**src/rtl/core/wtisc_pkg.sv**
```systemverilog
// ----------------------------------------------------------------------------
// wtisc_pkg
// Shared types and constants for the two-wheel speed controller: event
// kinds, register indexes, controller states, datapath commands and status.
// ----------------------------------------------------------------------------
package wtisc_pkg;

    localparam int AVG_SAMPLES_DEF  = 6;
    localparam int CAPTURE_BITS_DEF = 16;
    localparam int DIV_BITS         = 32;

    localparam logic signed [31:0] SPEED_SCALE   = 32'sd12000000;
    localparam logic signed [15:0] STOP_LIMIT_Q8 = -16'sd25600;

    localparam logic [9:0]  BASE_SPEED_RST    = 10'd50;
    localparam logic [15:0] INTEGRAL_GAIN_RST = 16'd256;
    localparam logic [9:0]  DRIVE_MAX_RST     = 10'd720;
    localparam logic [9:0]  DRIVE_MIN_RST     = 10'd20;

    typedef enum logic [1:0] {
        KIND_OVERFLOW = 2'd0,
        KIND_LEFT     = 2'd1,
        KIND_RIGHT    = 2'd2,
        KIND_TICK     = 2'd3
    } kind_t;

    typedef enum logic [1:0] {
        REG_BASE_SPEED    = 2'd0,
        REG_INTEGRAL_GAIN = 2'd1,
        REG_DRIVE_MAX     = 2'd2,
        REG_DRIVE_MIN     = 2'd3
    } reg_index_t;

    typedef enum logic [3:0] {
        ST_IDLE,
        ST_EXEC,
        ST_AVG_CHECK,
        ST_AVG_WAIT,
        ST_SPEED,
        ST_SPEED_WAIT,
        ST_ERROR,
        ST_MULT,
        ST_DRIVE,
        ST_OUT
    } state_t;

    typedef enum logic [3:0] {
        CMD_NONE,
        CMD_LOAD,
        CMD_OVERFLOW,
        CMD_CAPTURE,
        CMD_AVG_START,
        CMD_AVG_STORE,
        CMD_TARGET,
        CMD_SPEED_START,
        CMD_SPEED_ZERO,
        CMD_SPEED_STORE,
        CMD_ERROR,
        CMD_MULT,
        CMD_DRIVE,
        CMD_OUT
    } cmd_op_t;

    typedef struct packed {
        cmd_op_t op;
        logic    wheel;
    } ctrl_cmd_t;

    typedef struct packed {
        kind_t kind;
        logic  avg_due;
        logic  avg_zero;
        logic  div_done;
    } dp_status_t;

endpackage

```
**src/rtl/core/wtisc_div.sv**
```systemverilog
// ----------------------------------------------------------------------------
// wtisc_div
// Signed restoring divider, one quotient bit per cycle, truncates toward
// zero. Divisor must be nonzero.
// ----------------------------------------------------------------------------
module wtisc_div
(
    input  logic        clk,
    input  logic        rst_n,
    input  logic        start,
    input  logic [31:0] dividend,
    input  logic [31:0] divisor,
    output logic        done,
    output logic [31:0] quotient
);
    import wtisc_pkg::*;

    localparam int CNT_W = $clog2(DIV_BITS);

    logic             busy_reg;
    logic             done_reg;
    logic [CNT_W-1:0] cnt_reg;
    logic             neg_reg;
    logic [31:0]      quo_reg;
    logic [32:0]      rem_reg;
    logic [31:0]      dvs_reg;
    logic [32:0]      rem_sh;
    logic [32:0]      diff;

    assign rem_sh   = {rem_reg[31:0], quo_reg[31]};
    assign diff     = rem_sh - {1'b0, dvs_reg};
    assign done     = done_reg;
    assign quotient = neg_reg ? (32'd0 - quo_reg) : quo_reg;

    always_ff @(posedge clk or negedge rst_n)
    begin
        if (!rst_n)
        begin
            busy_reg <= 1'b0;
            done_reg <= 1'b0;
            cnt_reg  <= '0;
        end
        else
        begin
            done_reg <= 1'b0;
            if (start)
            begin
                busy_reg <= 1'b1;
                cnt_reg  <= '0;
            end
            else if (busy_reg)
            begin
                cnt_reg <= cnt_reg + 1'b1;
                if (cnt_reg == CNT_W'(DIV_BITS - 1))
                begin
                    busy_reg <= 1'b0;
                    done_reg <= 1'b1;
                end
            end
        end
    end

    always_ff @(posedge clk)
    begin
        if (start)
        begin
            neg_reg <= dividend[31] ^ divisor[31];
            quo_reg <= dividend[31] ? (32'd0 - dividend) : dividend;
            dvs_reg <= divisor[31] ? (32'd0 - divisor) : divisor;
            rem_reg <= '0;
        end
        else if (busy_reg)
        begin
            if (!diff[32])
            begin
                rem_reg <= diff;
                quo_reg <= {quo_reg[30:0], 1'b1};
            end
            else
            begin
                rem_reg <= rem_sh;
                quo_reg <= {quo_reg[30:0], 1'b0};
            end
        end
    end

endmodule

```
**src/rtl/core/wtisc_dp.sv**
```systemverilog
// ----------------------------------------------------------------------------
// wtisc_dp
// Datapath: configuration, per-wheel period extension and averaging,
// speed, saturating error integral, gain multiply, drive clamp.
// ----------------------------------------------------------------------------
module wtisc_dp #(
    parameter int AVG_SAMPLES  = wtisc_pkg::AVG_SAMPLES_DEF,
    parameter int CAPTURE_BITS = wtisc_pkg::CAPTURE_BITS_DEF
)
(
    input  logic                    clk,
    input  logic                    rst_n,
    input  wtisc_pkg::ctrl_cmd_t    cmd,
    output wtisc_pkg::dp_status_t   status,
    input  logic [1:0]              kind,
    input  logic [CAPTURE_BITS-1:0] capture_value,
    input  logic signed [15:0]      diff_speed,
    input  logic                    wr_en,
    input  logic [1:0]              wr_index,
    input  logic [15:0]             wr_data,
    output logic [9:0]              drive_left,
    output logic [9:0]              drive_right
);
    import wtisc_pkg::*;

    localparam logic [31:0] EXT_INC =
        (CAPTURE_BITS >= 32) ? 32'd0 : 32'(64'd1 << CAPTURE_BITS);

    // ceil(2^35 / AVG_SAMPLES): exact floor quotient for any 32-bit magnitude
    localparam logic [35:0] AVG_RECIP =
        36'(((64'd1 << 35) + 64'(AVG_SAMPLES) - 64'd1) / 64'(AVG_SAMPLES));

    logic [9:0]  base_reg;
    logic [15:0] ki_reg;
    logic [9:0]  max_reg;
    logic [9:0]  min_reg;

    logic [31:0] ext_reg  [2];
    logic [31:0] sum_reg  [2];
    logic [2:0]  cnt_reg  [2];
    logic [31:0] avg_reg  [2];
    logic [31:0] esum_reg [2];

    kind_t                     kind_reg;
    logic [CAPTURE_BITS-1:0]   cap_reg;
    logic signed [15:0]        diff_reg;
    logic signed [19:0]        tgt_reg [2];
    logic signed [31:0]        speed_reg;
    logic signed [31:0]        s_reg;
    logic signed [48:0]        prod_reg;
    logic [9:0]                res_reg [2];
    logic [9:0]                drive_left_reg;
    logic [9:0]                drive_right_reg;

    logic [1:0]                cdv_cnt_reg;
    logic                      cdv_done_reg;
    logic                      cdv_neg_reg;
    logic [31:0]               cdv_abs_reg;
    logic [50:0]               cdv_acc_reg;
    logic [31:0]               cdv_quo_reg;

    logic               w;
    logic [31:0]        period;
    logic signed [19:0] base_q8;
    logic               stop;
    logic signed [35:0] err_raw;
    logic signed [31:0] s_next;
    logic signed [49:0] acc;
    logic signed [49:0] acc_adj;
    logic signed [33:0] v;
    logic [9:0]         res_next;
    logic               div_start;
    logic [31:0]        div_dividend;
    logic [31:0]        div_divisor;
    logic               div_done;
    logic [31:0]        div_quo;

    assign w       = cmd.wheel;
    assign period  = ext_reg[w] + 32'(cap_reg);
    assign base_q8 = signed'({2'b00, base_reg, 8'h00});
    assign stop    = diff_reg < STOP_LIMIT_Q8;

    assign status.kind     = kind_reg;
    assign status.avg_due  = cnt_reg[w] == 3'(AVG_SAMPLES);
    assign status.avg_zero = avg_reg[w] == 32'd0;
    assign status.div_done = div_done || cdv_done_reg;

    assign div_start    = cmd.op == CMD_SPEED_START;
    assign div_dividend = SPEED_SCALE;
    assign div_divisor  = avg_reg[w];

    wtisc_div u_div
    (
        .clk      (clk),
        .rst_n    (rst_n),
        .start    (div_start),
        .dividend (div_dividend),
        .divisor  (div_divisor),
        .done     (div_done),
        .quotient (div_quo)
    );

    always_comb
    begin
        err_raw = 36'(signed'(esum_reg[w])) + 36'(tgt_reg[w]) - (36'(speed_reg) <<< 8);
        if (err_raw > 36'sh07FFFFFFF)
        begin
            s_next = 32'sh7FFFFFFF;
        end
        else if (err_raw < -36'sh080000000)
        begin
            s_next = -32'sh80000000;
        end
        else
        begin
            s_next = 32'(err_raw);
        end

        acc     = (50'(tgt_reg[w]) <<< 8) + 50'(prod_reg);
        acc_adj = acc[49] ? (acc + 50'sd65535) : acc;
        v       = 34'(acc_adj >>> 16);
        if (v > signed'({24'd0, max_reg}))
        begin
            v = signed'({24'd0, max_reg});
        end
        if (v < signed'({24'd0, min_reg}))
        begin
            v = signed'({24'd0, min_reg});
        end
        res_next = v[9:0];
    end

    always_ff @(posedge clk or negedge rst_n)
    begin
        if (!rst_n)
        begin
            base_reg <= BASE_SPEED_RST;
            ki_reg   <= INTEGRAL_GAIN_RST;
            max_reg  <= DRIVE_MAX_RST;
            min_reg  <= DRIVE_MIN_RST;
            for (int i = 0; i < 2; i++)
            begin
                ext_reg[i]  <= '0;
                sum_reg[i]  <= '0;
                cnt_reg[i]  <= '0;
                avg_reg[i]  <= '0;
                esum_reg[i] <= '0;
            end
        end
        else
        begin
            if (wr_en)
            begin
                unique case (reg_index_t'(wr_index))
                    REG_BASE_SPEED:    base_reg <= wr_data[9:0];
                    REG_INTEGRAL_GAIN: ki_reg   <= wr_data;
                    REG_DRIVE_MAX:     max_reg  <= wr_data[9:0];
                    REG_DRIVE_MIN:     min_reg  <= wr_data[9:0];
                endcase
            end
            unique case (cmd.op)
                CMD_OVERFLOW:
                begin
                    ext_reg[0] <= ext_reg[0] + EXT_INC;
                    ext_reg[1] <= ext_reg[1] + EXT_INC;
                end
                CMD_CAPTURE:
                begin
                    ext_reg[w] <= 32'd0 - 32'(cap_reg);
                    sum_reg[w] <= sum_reg[w] + period;
                    cnt_reg[w] <= cnt_reg[w] + 3'd1;
                end
                CMD_AVG_STORE:
                begin
                    avg_reg[w] <= cdv_quo_reg;
                    sum_reg[w] <= '0;
                    cnt_reg[w] <= '0;
                end
                CMD_ERROR:
                begin
                    esum_reg[w] <= s_next;
                end
                default:
                begin
                end
            endcase
        end
    end

    // average: reciprocal multiply split into two 32x18 products
    always_ff @(posedge clk or negedge rst_n)
    begin
        if (!rst_n)
        begin
            cdv_cnt_reg  <= '0;
            cdv_done_reg <= 1'b0;
        end
        else
        begin
            cdv_done_reg <= cdv_cnt_reg == 2'd3;
            if (cmd.op == CMD_AVG_START)
            begin
                cdv_cnt_reg <= 2'd1;
            end
            else if (cdv_cnt_reg != 2'd0)
            begin
                cdv_cnt_reg <= cdv_cnt_reg + 2'd1;
            end
        end
    end

    always_ff @(posedge clk)
    begin
        if (cmd.op == CMD_AVG_START)
        begin
            cdv_neg_reg <= sum_reg[w][31];
            cdv_abs_reg <= sum_reg[w][31] ? (32'd0 - sum_reg[w]) : sum_reg[w];
        end
        unique case (cdv_cnt_reg)
            2'd1:
            begin
                cdv_acc_reg <= 51'(cdv_abs_reg) * 51'(AVG_RECIP[17:0]);
            end
            2'd2:
            begin
                cdv_acc_reg <= (cdv_acc_reg >> 18)
                             + 51'(cdv_abs_reg) * 51'(AVG_RECIP[35:18]);
            end
            2'd3:
            begin
                cdv_quo_reg <= cdv_neg_reg ? (32'd0 - 32'(cdv_acc_reg >> 17))
                                           : 32'(cdv_acc_reg >> 17);
            end
            default:
            begin
            end
        endcase
    end

    always_ff @(posedge clk)
    begin
        unique case (cmd.op)
            CMD_LOAD:
            begin
                kind_reg <= kind_t'(kind);
                cap_reg  <= capture_value;
                diff_reg <= diff_speed;
            end
            CMD_TARGET:
            begin
                tgt_reg[0] <= stop ? 20'sd0 : base_q8 + 20'(diff_reg);
                tgt_reg[1] <= stop ? 20'sd0 : base_q8 - 20'(diff_reg);
            end
            CMD_SPEED_ZERO:  speed_reg <= '0;
            CMD_SPEED_STORE: speed_reg <= div_quo;
            CMD_ERROR:       s_reg     <= s_next;
            CMD_MULT:        prod_reg  <= 49'(signed'({1'b0, ki_reg})) * 49'(s_reg);
            CMD_DRIVE:       res_reg[w] <= res_next;
            CMD_OUT:
            begin
                drive_left_reg  <= res_reg[0];
                drive_right_reg <= res_reg[1];
            end
            default:
            begin
            end
        endcase
    end

    assign drive_left  = drive_left_reg;
    assign drive_right = drive_right_reg;

endmodule

```
**src/rtl/core/wtisc_ctrl.sv**
```systemverilog
// ----------------------------------------------------------------------------
// wtisc_ctrl
// Controller: sequences event handling, divider use and per-wheel control
// steps, and owns the input and output handshakes.
// ----------------------------------------------------------------------------
module wtisc_ctrl
(
    input  logic                  clk,
    input  logic                  rst_n,
    input  logic                  in_valid,
    output logic                  in_stall,
    output logic                  out_valid,
    input  logic                  out_stall,
    output wtisc_pkg::ctrl_cmd_t  cmd,
    input  wtisc_pkg::dp_status_t status
);
    import wtisc_pkg::*;

    state_t state_reg;
    state_t state_next;
    logic   w_reg;
    logic   w_next;
    logic   out_valid_reg;
    logic   out_valid_next;

    always_ff @(posedge clk or negedge rst_n)
    begin
        if (!rst_n)
        begin
            state_reg     <= ST_IDLE;
            w_reg         <= 1'b0;
            out_valid_reg <= 1'b0;
        end
        else
        begin
            state_reg     <= state_next;
            w_reg         <= w_next;
            out_valid_reg <= out_valid_next;
        end
    end

    always_comb
    begin
        state_next     = state_reg;
        w_next         = w_reg;
        out_valid_next = out_valid_reg && out_stall;
        cmd.op         = CMD_NONE;
        cmd.wheel      = w_reg;
        unique case (state_reg)
            ST_IDLE:
            begin
                if (in_valid)
                begin
                    cmd.op     = CMD_LOAD;
                    state_next = ST_EXEC;
                end
            end
            ST_EXEC:
            begin
                unique case (status.kind)
                    KIND_OVERFLOW:
                    begin
                        cmd.op     = CMD_OVERFLOW;
                        state_next = ST_IDLE;
                    end
                    KIND_LEFT, KIND_RIGHT:
                    begin
                        cmd.op     = CMD_CAPTURE;
                        cmd.wheel  = status.kind == KIND_RIGHT;
                        w_next     = status.kind == KIND_RIGHT;
                        state_next = ST_AVG_CHECK;
                    end
                    KIND_TICK:
                    begin
                        cmd.op     = CMD_TARGET;
                        w_next     = 1'b0;
                        state_next = ST_SPEED;
                    end
                endcase
            end
            ST_AVG_CHECK:
            begin
                if (status.avg_due)
                begin
                    cmd.op     = CMD_AVG_START;
                    state_next = ST_AVG_WAIT;
                end
                else
                begin
                    state_next = ST_IDLE;
                end
            end
            ST_AVG_WAIT:
            begin
                if (status.div_done)
                begin
                    cmd.op     = CMD_AVG_STORE;
                    state_next = ST_IDLE;
                end
            end
            ST_SPEED:
            begin
                if (status.avg_zero)
                begin
                    cmd.op     = CMD_SPEED_ZERO;
                    state_next = ST_ERROR;
                end
                else
                begin
                    cmd.op     = CMD_SPEED_START;
                    state_next = ST_SPEED_WAIT;
                end
            end
            ST_SPEED_WAIT:
            begin
                if (status.div_done)
                begin
                    cmd.op     = CMD_SPEED_STORE;
                    state_next = ST_ERROR;
                end
            end
            ST_ERROR:
            begin
                cmd.op     = CMD_ERROR;
                state_next = ST_MULT;
            end
            ST_MULT:
            begin
                cmd.op     = CMD_MULT;
                state_next = ST_DRIVE;
            end
            ST_DRIVE:
            begin
                cmd.op = CMD_DRIVE;
                if (w_reg)
                begin
                    state_next = ST_OUT;
                end
                else
                begin
                    w_next     = 1'b1;
                    state_next = ST_SPEED;
                end
            end
            ST_OUT:
            begin
                if (!out_valid_reg || !out_stall)
                begin
                    cmd.op         = CMD_OUT;
                    out_valid_next = 1'b1;
                    state_next     = ST_IDLE;
                end
            end
            default:
            begin
                state_next = ST_IDLE;
            end
        endcase
    end

    assign in_stall  = state_reg != ST_IDLE;
    assign out_valid = out_valid_reg;

endmodule

```
**src/rtl/core/wheel_tach_integral_speed_control.sv**
```systemverilog
// ----------------------------------------------------------------------------
// wheel_tach_integral_speed_control
// Two-wheel encoder speed controller with saturating integral control.
// An overflow extends both wheel periods; a capture may also complete an
// average. A control tick sets both targets, then runs one pass per wheel,
// with a serial divide for speed unless that wheel's average is zero.
// One request at a time; a held result delays the next tick's output.
// Reset clears the per-wheel period, sum, count, average and integral state
// and loads register defaults; no result is pending after reset.
// ----------------------------------------------------------------------------
module wheel_tach_integral_speed_control #(
    parameter int AVG_SAMPLES  = wtisc_pkg::AVG_SAMPLES_DEF,
    parameter int CAPTURE_BITS = wtisc_pkg::CAPTURE_BITS_DEF
)
(
    input  logic                    clk,
    input  logic                    rst_n,
    input  logic                    in_valid,
    output logic                    in_stall,
    input  logic [1:0]              kind,
    input  logic [CAPTURE_BITS-1:0] capture_value,
    input  logic signed [15:0]      diff_speed,
    output logic                    out_valid,
    input  logic                    out_stall,
    output logic [9:0]              drive_left,
    output logic [9:0]              drive_right,
    input  logic                    wr_en,
    input  logic [1:0]              wr_index,
    input  logic [15:0]             wr_data
);
    import wtisc_pkg::*;

    ctrl_cmd_t  cmd;
    dp_status_t status;

    wtisc_ctrl u_ctrl
    (
        .clk       (clk),
        .rst_n     (rst_n),
        .in_valid  (in_valid),
        .in_stall  (in_stall),
        .out_valid (out_valid),
        .out_stall (out_stall),
        .cmd       (cmd),
        .status    (status)
    );

    wtisc_dp #(
        .AVG_SAMPLES  (AVG_SAMPLES),
        .CAPTURE_BITS (CAPTURE_BITS)
    ) u_dp
    (
        .clk           (clk),
        .rst_n         (rst_n),
        .cmd           (cmd),
        .status        (status),
        .kind          (kind),
        .capture_value (capture_value),
        .diff_speed    (diff_speed),
        .wr_en         (wr_en),
        .wr_index      (wr_index),
        .wr_data       (wr_data),
        .drive_left    (drive_left),
        .drive_right   (drive_right)
    );

    a_accept_busy: assert property (@(posedge clk) disable iff (!rst_n)
        in_valid && !in_stall |=> in_stall)
        else $error("accepted request did not start work");

    a_result_from_busy: assert property (@(posedge clk) disable iff (!rst_n)
        cmd.op == CMD_OUT |-> in_stall)
        else $error("result loaded while idle");

    a_div_store: assert property (@(posedge clk) disable iff (!rst_n)
        cmd.op == CMD_AVG_STORE || cmd.op == CMD_SPEED_STORE |-> status.div_done)
        else $error("quotient stored before divider finished");

endmodule

```
**config.mk**
```make
export PLATFORM = sky130hd
export DESIGN_NAME = wheel_tach_integral_speed_control
export DESIGN_NICKNAME = d
export VERILOG_FILES = /design/src/rtl/core/wtisc_pkg.sv /design/src/rtl/core/wtisc_div.sv /design/src/rtl/core/wtisc_dp.sv /design/src/rtl/core/wtisc_ctrl.sv /design/src/rtl/core/wheel_tach_integral_speed_control.sv
export SDC_FILE = /design/constraint.sdc
export NUM_CORES = 2
export LEC_CHECK = 0
export ABC_AREA = 1
export BUFFER_PORTS_ARGS = -buffer_cell sky130_fd_sc_hd__buf_2
export CAP_MARGIN = 20
export CELL_PAD_IN_SITES_DETAIL_PLACEMENT = 0
export CELL_PAD_IN_SITES_GLOBAL_PLACEMENT = 1
export CORE_MARGIN = 5
export CORE_UTILIZATION = 54
export CTS_CLUSTER_DIAMETER = 50
export CTS_CLUSTER_SIZE = 10
export DETAILED_ROUTE_END_ITERATION = 12
export PLACE_DENSITY = 0.91
export SYNTH_ARGS = -nofsm -noshare
export SYNTH_HDL_FRONTEND = slang
export SYNTH_HIERARCHICAL = 1
export SYNTH_SLANG_ARGS = --single-unit
export TNS_END_PERCENT = 30
```
**constraint.sdc**
```tcl
create_clock -name clk -period 23.5 [get_ports clk]
set_input_delay 2.35 -clock clk [delete_from_list [all_inputs] [get_ports clk]]
set_output_delay 2.35 -clock clk [all_outputs]
set_load 0.005 [all_outputs]
```
==> results.py <==
metrics = {
    "global_routing": {
        "grt_usage_pct": 28.5,
        "grt_max_degree": 151,
        "grt-ovfl-total": 0,
        "grt_pass1_wl_mm": 344,
        "first_global_vias": 62700,
        "antenna_found_initial": 14,
    },
    "sta": {
        "setup_viol": 0,
        "finClkSkew_ns": 0.0620,
        "worstMarginPinSlew_ns": 1.08,
        "finalMaxSlewViolations": 0,
        "finalHoldViolCount": 0,
        "slew_headroom_pct": 27.7,
        "fin_tns_setup_ns": 0,
        "rsz0062_at_grt": "false",
        "min_period_over_period_pct": 37.2,
        "fmaxAchievable_mhz": 114,
        "finalCriticalPeriod_ns": 8.75,
    },
    "floorplanning": {
        "num_rows": 139,
        "die_w_um": 389,
        "core_region_area_um2": 143000,
        "die_area_um2": 151000,
        "start_util_pct": 54.2,
        "die_y_um": 389,
        "ios": 79,
    },
    "yosys": {
        "syn_avg_cell_area_um2": 7.88,
        "ys_warn_count": 6,
        "syn_inst": 9843,
        "syn_area_um2": 77600,
    },
    "clock_tree": {
        "cts.clk_slew.worst_paths_ns": 0.06,
        "cts_hold_buf": 0,
        "cts_setup_buffers": 0,
        "cts_buffers": 107,
        "clock_sinks": 740,
        "clockBufferDepth": 3,
        "cts_tree": "done",
        "clockRootBuffer": "clkbuf_16",
        "clkLatencyLatePin_ns": 0.73,
        "htree_levels": 3,
        "cts_resized": 0,
    },
    "critical_path": {
        "cp.arrival_ns": 9.34,
        "worstSetupEndpointType": "flop",
        "critical_path_class": "flop to flop",
        "critical_path_required_ns": 24.09,
        "cp_common_cell": "nand2_1",
        "cpPeakStageDelay_ns": 0.57,
        "crit_fanout": 150,
        "cp-start-kind": "flop",
        "crit_slowest_cell": "ha_1",
    },
    "place": {
        "dp_hpwl_mm": 173,
        "numPortBuffers": 78,
        "place_congestion": 0.954,
        "placed_cell_area_um2": 80100,
        "dp_cells": 11700,
    },
    "run": {
        "drv_cap": 0,
    },
    "detailed_routing": {
        "wl_per_cell_um": 18.0,
        "wl_mm": 214,
        "vias": 63100,
        "via_per_inst": 5.30,
        "drc": 0,
        "drt_iter0_drc": 5445,
        "drtAntennaViolNets": 0,
        "firstDrtPassIters": 6,
    },
    "finish": {
        "final_util_pct": 58.6,
        "nNetsFinal": 11300,
        "syn_to_final_growth_pct": 8.05,
        "final_cell_count_no_fill": 11900,
        "design_area_um2": 83900,
        "drive_above_1_share_pct": 4.66,
    },
    "min_path": {
        "min_path_type": "flop to flop",
    },
    "status": {
        "outcome": "completed",
    },
}
critical path: cells and delay by family, from the launching register on:
family,cells,cell delay [ns]
simple gates,23,3.26
compound gates,13,1.89
fa+ha+maj,4,1.46
flops,1,0.40
xor+xnor,1,0.26
buf+inv,3,1.15
per-layer routing:
layer	vias up	part of all wire (%)	track usage, %
li1	30200	-	-
met1	30500	46	42.1
met2	2030	45	44.7
met3	277	7.4	4.54
met4	14	1.9	5.96
met5	-	0.035	0
area by class of cell:
type                       instances  area, µm²
antenna                            3       7.51
clock buffer                     162       3070
clock inverter                    41        520
fill                           12900      59300
inverter                        2253       8460
multi-input combinational       6672      48200
sequential                       740      20300
tap                             1903       2380
timing repair buffer             139        955
metrics by stage:
| stage | hold WS, ns | worst slack [ns] |
|---|---|---|
| 6_report | 0.417 | 14.75 |
| 5_1_grt | 0.423 | 13.97 |
| 4_1_cts | 0.417 | 14.72 |
| 3_5_place_dp | 0.405 | 14.77 |
| 3_3_place_gp | 0.409 | 14.77 |
| 2_1_floorplan | 0.400 | 13.99 |
cells in the final DEF (no fill, tap or decap), types with 42 or more instances in the layout:
master,instances
nor2_1,551
a21oi_1,368
o21ai_0,510
fa_1,808
edfxtp_1,384
conb_1,98
nand4_1,68
a31oi_1,58
nor3_1,84
ha_1,570
buf_2,77
xnor2_1,104
clkbuf_16,110
buf_4,53
nand2_1,2539
inv_1,2230
or2_2,42
xor2_1,197
dfrtp_1,314
nand3_1,293
path summary, 6_finish.rpt:
kind	slack (ns)	to	start	depth (start not counted)
min in group asynchronous	1.66	u_dp/min_reg[7]$_DFFE_PN0P_	rst_n	1
min	0.42	u_dp/drive_right[1]$_DFFE_PN_	u_dp/res_reg[1][1]$_DFFE_PP_	0
max	14.75	u_dp/res_reg[1][1]$_DFFE_PP_	u_dp/kind_reg[1]$_DFFE_PN_	44
max in group asynchronous	19.57	u_dp/esum_reg[55]$_DFFE_PN0P_	rst_n	3
min reg2reg	0.42	u_dp/drive_right[1]$_DFFE_PN_	u_dp/res_reg[1][1]$_DFFE_PP_	0
max reg2reg	14.75	u_dp/res_reg[1][1]$_DFFE_PP_	u_dp/kind_reg[1]$_DFFE_PN_	44
Power is not shown: default switching activity piles up to over one toggle a cycle in this logic, so the estimate is an artifact.
